==> config.mk <==
export PLATFORM = sky130hd
export DESIGN_NAME = btffa_ctrl
export DESIGN_NICKNAME = d
export VERILOG_FILES = /design/src/rtl/core/btffa_pkg.sv /design/src/rtl/core/btffa_ctrl.sv
export SDC_FILE = /design/constraint.sdc
export NUM_CORES = 1
export LEC_CHECK = 0
export BUFFER_PORTS_ARGS = -buffer_cell sky130_fd_sc_hd__buf_2
export CAP_MARGIN = 10
export CORE_ASPECT_RATIO = 1.75
export CORE_MARGIN = 3
export CORE_UTILIZATION = 40
export CTS_CLUSTER_DIAMETER = 200
export CTS_CLUSTER_SIZE = 28
export DETAILED_ROUTE_END_ITERATION = 10
export HOLD_SLACK_MARGIN = 0.02
export PLACE_DENSITY = 0.7
export RECOVER_POWER = 100
export SETUP_SLACK_MARGIN = 0.3
export SYNTH_ARGS = -nofsm -noshare
export SYNTH_HDL_FRONTEND = slang
export SYNTH_SLANG_ARGS = --single-unit
==> constraint.sdc <==
create_clock -name clk -period 2.2 [get_ports clk]
set_input_delay 0.22 -clock clk [delete_from_list [all_inputs] [get_ports clk]]
set_output_delay 0.22 -clock clk [all_outputs]
set_load 0.01 [all_outputs]
==> src/rtl/core/btffa_pkg.sv <==
// ----------------------------------------------------------------------------
// btffa_pkg
// Shared constants, types and helpers for the boundary-tag allocator.
// ----------------------------------------------------------------------------
package btffa_pkg;

	localparam int HEAP_SIZE = 4096;
	localparam int MIN_BLOCK = 32;
	localparam int TAG_BYTES = 8;
	localparam int TWO_TAGS  = 2 * TAG_BYTES;

	// field widths at the ports
	localparam int REQ_W = 13;
	localparam int OFF_W = 12;

	localparam int ADDR_W = $clog2(HEAP_SIZE);   // tag store index
	localparam int SIZE_W = ADDR_W + 1;          // block size, up to HEAP_SIZE
	localparam int TAG_W  = SIZE_W + 1;          // size plus busy flag
	localparam int EXT_W  = SIZE_W + 1;          // sums of offsets and sizes

	typedef logic [ADDR_W-1:0] addr_t;
	typedef logic [SIZE_W-1:0] size_t;
	typedef logic [EXT_W-1:0]  ext_t;

	typedef struct packed {
		size_t size;
		logic  busy;
	} tag_t;

	localparam ext_t  HEAP_X     = EXT_W'(HEAP_SIZE);
	localparam ext_t  MIN_X      = EXT_W'(MIN_BLOCK);
	localparam ext_t  TAG_X      = EXT_W'(TAG_BYTES);
	localparam ext_t  TWO_TAGS_X = EXT_W'(TWO_TAGS);
	localparam addr_t FTR_INIT   = ADDR_W'(HEAP_SIZE - TAG_BYTES);
	localparam tag_t  INIT_TAG   = '{size: SIZE_W'(HEAP_SIZE), busy: 1'b0};

	localparam logic FUNC_ALLOC   = 1'b0;
	localparam logic FUNC_RELEASE = 1'b1;
	localparam logic STAT_OK      = 1'b0;
	localparam logic STAT_FAIL    = 1'b1;

	typedef enum logic [4:0] {
		S_CLEAR,
		S_IDLE,
		S_A_RD,
		S_A_EVAL,
		S_A_SPLIT,
		S_R_RD,
		S_R_GET,
		S_R_NCHK,
		S_R_RDN,
		S_R_GETN,
		S_R_PCHK,
		S_R_RDP,
		S_R_GETP,
		S_R_RDV,
		S_R_GETV,
		S_W_HDR,
		S_W_FTR,
		S_DONE
	} state_t;

	typedef enum logic [4:0] {
		OP_NONE,
		OP_CLEAR,
		OP_LOAD,
		OP_RD_HDR,
		OP_RD_NXT,
		OP_RD_PFT,
		OP_RD_PRV,
		OP_FAIL,
		OP_TAKE,
		OP_STEP,
		OP_SPLIT,
		OP_REL_SET,
		OP_MERGE_N,
		OP_PRV,
		OP_MERGE_P,
		OP_WR_HDR,
		OP_WR_FTR
	} op_t;

	typedef struct packed {
		op_t op;
	} cmd_t;

	typedef struct packed {
		logic clr_last;   // clearing sweep at last entry
		logic rel_low;    // release offset below first header
		logic rd_zero;    // tag read back has size zero
		logic fits;       // tag read back is free and big enough
		logic walk_end;   // next header would be past the heap
		logic split;      // chosen block gets split
		logic nxt_ok;     // a right neighbour exists
		logic prv_chk;    // worth looking for a left neighbour
		logic prv_ok;     // left footer names a real neighbour
		logic rd_busy;    // busy flag of tag read back
	} st_t;

	// limit a block size so the block ends at or before the heap end
	function automatic size_t clamp_size(addr_t hdr, ext_t x);
		ext_t room;
		room = HEAP_X - EXT_W'(hdr);
		return (x > room) ? SIZE_W'(room) : SIZE_W'(x);
	endfunction

endpackage

==> src/rtl/core/btffa_ctrl.sv <==
// ----------------------------------------------------------------------------
// btffa_ctrl
// Sequencer for clear, first-fit walk, split and release/merge steps.
// ----------------------------------------------------------------------------
module btffa_ctrl (
	input  logic             clk,
	input  logic             arst_n,
	input  logic             start,
	input  logic             func,
	input  btffa_pkg::st_t   st,
	output btffa_pkg::cmd_t  cmd,
	output logic             busy,
	output logic             done
);

	import btffa_pkg::*;

	state_t state_q, state_d;
	state_t ret_q, ret_d;   // where to go after a header/footer pair

	always_ff @(posedge clk or negedge arst_n) begin
		if (!arst_n) begin
			state_q <= S_CLEAR;
			ret_q   <= S_DONE;
		end else begin
			state_q <= state_d;
			ret_q   <= ret_d;
		end
	end

	always_comb begin
		state_d = state_q;
		ret_d   = ret_q;
		cmd.op  = OP_NONE;
		unique case (state_q)
			S_CLEAR: begin
				cmd.op = OP_CLEAR;
				if (st.clr_last) begin
					state_d = S_IDLE;
				end
			end
			S_IDLE, S_DONE: begin
				state_d = S_IDLE;
				if (start) begin
					cmd.op = OP_LOAD;
					if (func == FUNC_ALLOC) begin
						state_d = S_A_RD;
					end else if (st.rel_low) begin
						state_d = S_DONE;
					end else begin
						state_d = S_R_RD;
					end
				end
			end
			S_A_RD: begin
				cmd.op  = OP_RD_HDR;
				state_d = S_A_EVAL;
			end
			S_A_EVAL: begin
				if (st.rd_zero) begin
					cmd.op  = OP_FAIL;
					state_d = S_DONE;
				end else if (st.fits) begin
					cmd.op  = OP_TAKE;
					state_d = S_W_HDR;
					ret_d   = S_A_SPLIT;
				end else if (st.walk_end) begin
					cmd.op  = OP_FAIL;
					state_d = S_DONE;
				end else begin
					cmd.op  = OP_STEP;
					state_d = S_A_RD;
				end
			end
			S_A_SPLIT: begin
				if (st.split) begin
					cmd.op  = OP_SPLIT;
					state_d = S_W_HDR;
					ret_d   = S_DONE;
				end else begin
					state_d = S_DONE;
				end
			end
			S_R_RD: begin
				cmd.op  = OP_RD_HDR;
				state_d = S_R_GET;
			end
			S_R_GET: begin
				cmd.op  = OP_REL_SET;
				state_d = S_W_HDR;
				ret_d   = S_R_NCHK;
			end
			S_R_NCHK: begin
				state_d = st.nxt_ok ? S_R_RDN : S_R_PCHK;
			end
			S_R_RDN: begin
				cmd.op  = OP_RD_NXT;
				state_d = S_R_GETN;
			end
			S_R_GETN: begin
				if (st.rd_busy) begin
					state_d = S_R_PCHK;
				end else begin
					cmd.op  = OP_MERGE_N;
					state_d = S_W_HDR;
					ret_d   = S_R_PCHK;
				end
			end
			S_R_PCHK: begin
				state_d = st.prv_chk ? S_R_RDP : S_DONE;
			end
			S_R_RDP: begin
				cmd.op  = OP_RD_PFT;
				state_d = S_R_GETP;
			end
			S_R_GETP: begin
				if (st.prv_ok) begin
					cmd.op  = OP_PRV;
					state_d = S_R_RDV;
				end else begin
					state_d = S_DONE;
				end
			end
			S_R_RDV: begin
				cmd.op  = OP_RD_PRV;
				state_d = S_R_GETV;
			end
			S_R_GETV: begin
				if (st.rd_busy) begin
					state_d = S_DONE;
				end else begin
					cmd.op  = OP_MERGE_P;
					state_d = S_W_HDR;
					ret_d   = S_DONE;
				end
			end
			S_W_HDR: begin
				cmd.op  = OP_WR_HDR;
				state_d = S_W_FTR;
			end
			S_W_FTR: begin
				cmd.op  = OP_WR_FTR;
				state_d = ret_q;
			end
			default: begin
				state_d = S_IDLE;
			end
		endcase
	end

	assign busy = !(state_q == S_IDLE || state_q == S_DONE);
	assign done = (state_q == S_DONE);

	// busy only drops at a result, or when the clearing sweep ends
	a_busy_fall: assert property (@(posedge clk) disable iff (!arst_n)
		$fell(busy) |-> done || $past(state_q == S_CLEAR))
		else $error("busy dropped without a result");

	// an accepted item always leads to work or to its result
	a_accept: assert property (@(posedge clk) disable iff (!arst_n)
		(start && !busy) |=> busy || done)
		else $error("accepted item dropped");

	// a tag pair is only written for a known follow-up step
	a_ret: assert property (@(posedge clk) disable iff (!arst_n)
		(state_q == S_W_FTR) |-> (ret_q == S_A_SPLIT || ret_q == S_R_NCHK ||
			ret_q == S_R_PCHK || ret_q == S_DONE))
		else $error("bad return state");

endmodule

# Yosys cells after proc, flatten, opt, wreduce, memory -nomap -nowiden
# Cells that the tools add are included.
# word_totals
register_bits,10
inputBits,14
output_inout_bits,7
# op_classes
eq_ne,23
n_mux,29
reduce_logical,7
# op_table
operator,count
one-hot mux 5 bit (17 select lines),1
2-to-1 mux 5 bit,16
one-hot mux 5 bit (14 select lines),1
== test 5 x 4 -> 1 bit (second input constant),8
2-to-1 mux 4 bit,7
one-hot mux 5 bit (5 select lines),1
== test 5 x 3 -> 1 bit (second input constant),4
inequality test 2 bit (second input constant),6
== test 5 x 2 -> 1 bit (second input constant),2
== test 5 bit (second input constant),2
AND reduction 6 bit,1
== test 5 x 1 -> 1 bit (second input constant),1
zero test 5 bit,1
nonzero test 5 bit,1
2-to-1 mux 2 bit,2
OR reduction 2 bit,2
2-to-1 mux 3 bit,1
zero test 1 bit,1
logical OR 1 bit,1

# Depth between registers and ports, before layout
# depth
word_depth,4
ltp_mapped,7
mapped_depth_nobuf,5

# Worst setup path after synthesis
# Ideal clock, no wire load.
# synth_path
kind,reg-to-output
from,register state_q[3]
to,output cmd[2] (netlist bit)
t_arrival_ps,1477
setup_slack_ps,503
stages_incl_launch_ff,7
cell_sequence,dfrtp_1 > buf_6 > or3b_4 > nor3_4 > o21ai_1 > and2_1 > nand3b_1
# synth_lines
item,line_no,text
from (decl),btffa_ctrl.sv:18,"state_t state_q, state_d;"
from (signal assigned),btffa_ctrl.sv:26,state_q <= state_d;
to (decl),btffa_ctrl.sv:11,"output btffa_pkg::cmd_t cmd,"

==> reports/results.ini <==
[worst_setup_path]
worstSetupStartpointType = flip-flop
path_buf_inv = 2
crit_family = simple AND/OR/NAND/NOR gates
required_ps = 1980
cp.arrival_ps = 1850
cp_max_fo = 8
end_kind = output pin
critical_path_class = flip-flop to output pin
slowest_stage = dfrtp_1
cp_cell_sequence = buf_4 > nor2b_1 > nand3_1 > o21ai_2 > nor3_2 > nand2_1 > clkbuf_1
crit_path_max_incr_delay_ps = 450

[clock_network]
cts_htree_levels = 1
clockRootBuffer = clkbuf_8
cts_tree = yes
cts_buffers = 3
cts_num_sinks = 10
clk_latency_ps = 240
cts.clk_slew.worst_paths_ps = 50
clock_path_buffers = 2

[synth]
synth_top_flop_cell = dfrtp_1
yosysUniqueCellTypes = 51
syn_nets = 163
syn-cell-area_mm2 = 0.00111
ys_warn_count = 0
synth_enable_flop_cells = 0
syn_inst = 149
seq_area_frac_synth_pct = 22.8
ys_ff_latch = 10
async_flop_share_pct = 100
synth_area_per_cell_um2 = 7.45

[pwr]
peakVddDrop_mv = 0.740
p_int_mw = 1.17
p_leak_nw = 0.668
p_per_area_mw_per_mm2 = 1570
seq_power_share_pct = 16.1
clkPwrFrac_pct = 8.2
swShare_pct = 48.9
power.switching_mw = 1.12
combPwrFrac_pct = 75.7

[cells_and_area]
areaGrowthSynthToFinish_pct = 31.3
drive_above_1_share_pct = 34.8
n_antenna_cell = 0
n_fill_cell = 253
utilization_pct = 56.4
layout.nets = 200

[route]
drc = 0
vias = 1339
routed_via_density = 6.38
drtPass1Iterations = 4
wl_per_cell_um = 19.5
ant_nets = 0
drtIter0Drc = 53
routed_wl_um = 4100

[floorplan]
core_area_mm2 = 0.00258
io_pins = 21
core.rowCount = 24
die_y_um = 75.7
die_x_um = 45.8
die_area_mm2 = 0.00347
start_util_pct = 43.0

[sta]
report.final.slew_viol_count = 0
fin_setup_tns_ps = 0
worst_slack_ps = 133
max_slew_margin_pct = 60.7
setup_viol = 0
post-route-min-period_ps = 2070
finClkSkew_ps = 5.72
max_freq_mhz = 484
min_period_over_period_pct = 94.0
rsz0062_at_grt = true
hold_violations = 0
tightest_slew_ps = 590

[global_routing]
antenna_found_initial = 0
grt_start_max_net_pins = 16
grt_usage_pct = 24.4
grt_pass1_vias = 1302
overflow = 0
grt_pass1_wl_um = 6060

[placed_design]
gp_congestion = 0.890
dp_hpwl_um = 2920
dpl_worst_slack_ps = 225
io_buffer_count = 20

[worst_hold_path]
hp-class = input pin to flip-flop

[outcome]
status = finished clean

[job]
drv_cap = 0

area by class of cell:
cell class | count | area [um2] | share of cell area (%)
timing repair buffer | 43 | 282 | 19.3
clock buffer | 3 | 41.3 | 2.83
multi-input combinational | 120 | 817 | 56.1
inverter | 8 | 30.0 | 2.06
sequential | 10 | 255 | 17.5
tap | 26 | 32.5 | 2.23
routing by layer:
layer	vias to the layer above	track usage [%]	part of all wire (%)
met2	79	46.5	56
met4	0	13.0	3.5
met1	629	23.7	35
li1	615	-	-
met3	16	3.78	5.9
met5	-	0	0
power groups by stage:
stage	Sequential [mW]	Combinational, mW	Clock [mW]
2_1_floorplan	0.321	1.06	0
6_report	0.368	1.74	0.188
4_1_cts	0.355	1.66	0.192
3_3_place_gp	0.414	1.34	0
3_5_place_dp	0.417	1.37	0
5_1_grt	0.368	1.87	0.203
cells in the mapped netlist (3+ instances only):
cell      instances  area share, %
a21o_1            3            2.0
a21oi_1          13            5.9
a31oi_1           3            1.7
buf_2             4            1.8
buf_4             4            2.7
dfrtp_1           8             18
inv_1             8            2.7
nand2_1          14            4.7
nand2b_1          3            1.7
nand3_1           4            1.8
nor2_1           12            4.1
nor2b_1           7            3.9
nor3_1           12            5.4
o21ai_0           6            2.7
flip-flops by register name, summed over array words and instances, names as in the netlist:
signal / flops
ret_q: 5
state_q: 5
worst paths after layout:
kind | to | startpoint | slack [ps] | depth (start not counted)
min in group asynchronous | state_q[2]$_DFFE_PN0P_ | arst_n | 490 | 2
max in group asynchronous | state_q[4]$_DFFE_PN0P_ | arst_n | 1290 | 2
setup reg to reg | ret_q[0]$_DFFE_PN1P_ | state_q[2]$_DFFE_PN0P_ | 230 | 6
hold reg to reg | ret_q[3]$_DFFE_PN0P_ | ret_q[3]$_DFFE_PN0P_ | 480 | 1
hold / removal | state_q[0]$_DFFE_PN0P_ | st[9] | 270 | 3
setup / recovery | cmd[3] | state_q[2]$_DFFE_PN0P_ | 130 | 7
kinds of logic after synthesis:
| family | after synthesis | share of synthesized area [%] |
|---|---|---|
| compound gates | 44 | 26.9 |
| xor+xnor | 1 | 0.789 |
| buf+inv | 19 | 8.91 |
| flops | 10 | 22.8 |
| mux | 3 | 3.27 |
| simple gates | 72 | 37.3 |
worst register-to-register path, cell delays in order (launching register included):
cell and delay [ps]:
dfrtp_1 450, buf_4 200, nor2b_1 310, nand2_1 90
o21a_1 240, nand3_1 250, mux2_1 350
cells in the final DEF, fill, tap and decap left out, types with 2 or more instances in the layout:
cell / Yosys / layout
dfrtp_1: 8 / 6
nor2b_4: 0 / 3
o211ai_1: 2 / 2
nor2b_1: 7 / 3
inv_1: 8 / 8
a21o_1: 3 / 3
clkbuf_1: 2 / 5
o21ai_0: 6 / 5
and3b_1: 2 / 2
a211oi_1: 2 / 2
nand4_1: 2 / 2
nand2_1: 14 / 14
and3_1: 2 / 2
nor3_2: 1 / 2
nand2b_1: 3 / 3
o22ai_1: 2 / 2
buf_6: 1 / 2
dfrtp_2: 0 / 2
buf_4: 4 / 18
nor3_4: 1 / 2
buf_2: 4 / 16
nor2_1: 12 / 10
o21a_1: 2 / 2
clkbuf_8: 0 / 3
nor3_1: 12 / 10
a21oi_1: 13 / 12
o21ai_2: 0 / 3
or3_1: 2 / 2
dfstp_2: 2 / 2
a31oi_1: 3 / 3
nand3_1: 4 / 5
timing repair:
action / in CTS / in global routing
endpoints found under the hold margin: 8 / 0
endpoints found under the setup margin: 3 / 4
gates resized for setup: 18 / 13
hold buffers: 1 / 0
pin swaps: 2 / 4
cloned: 0 / 0
setup buffers: 11 / 2
stage by stage:
stage	power [mW]	std cells	area [um2]	hold slack, ps
after floorplan	1.38	149	1110	-75.6
after global placement	1.75	193	1240	95.7
after detailed placement	1.78	193	1240	96.8
after CTS	2.21	208	1430	283
after global routing	2.44	210	1460	315
final	2.29	210	1460	275
Power figures use the tool's default switching activity.
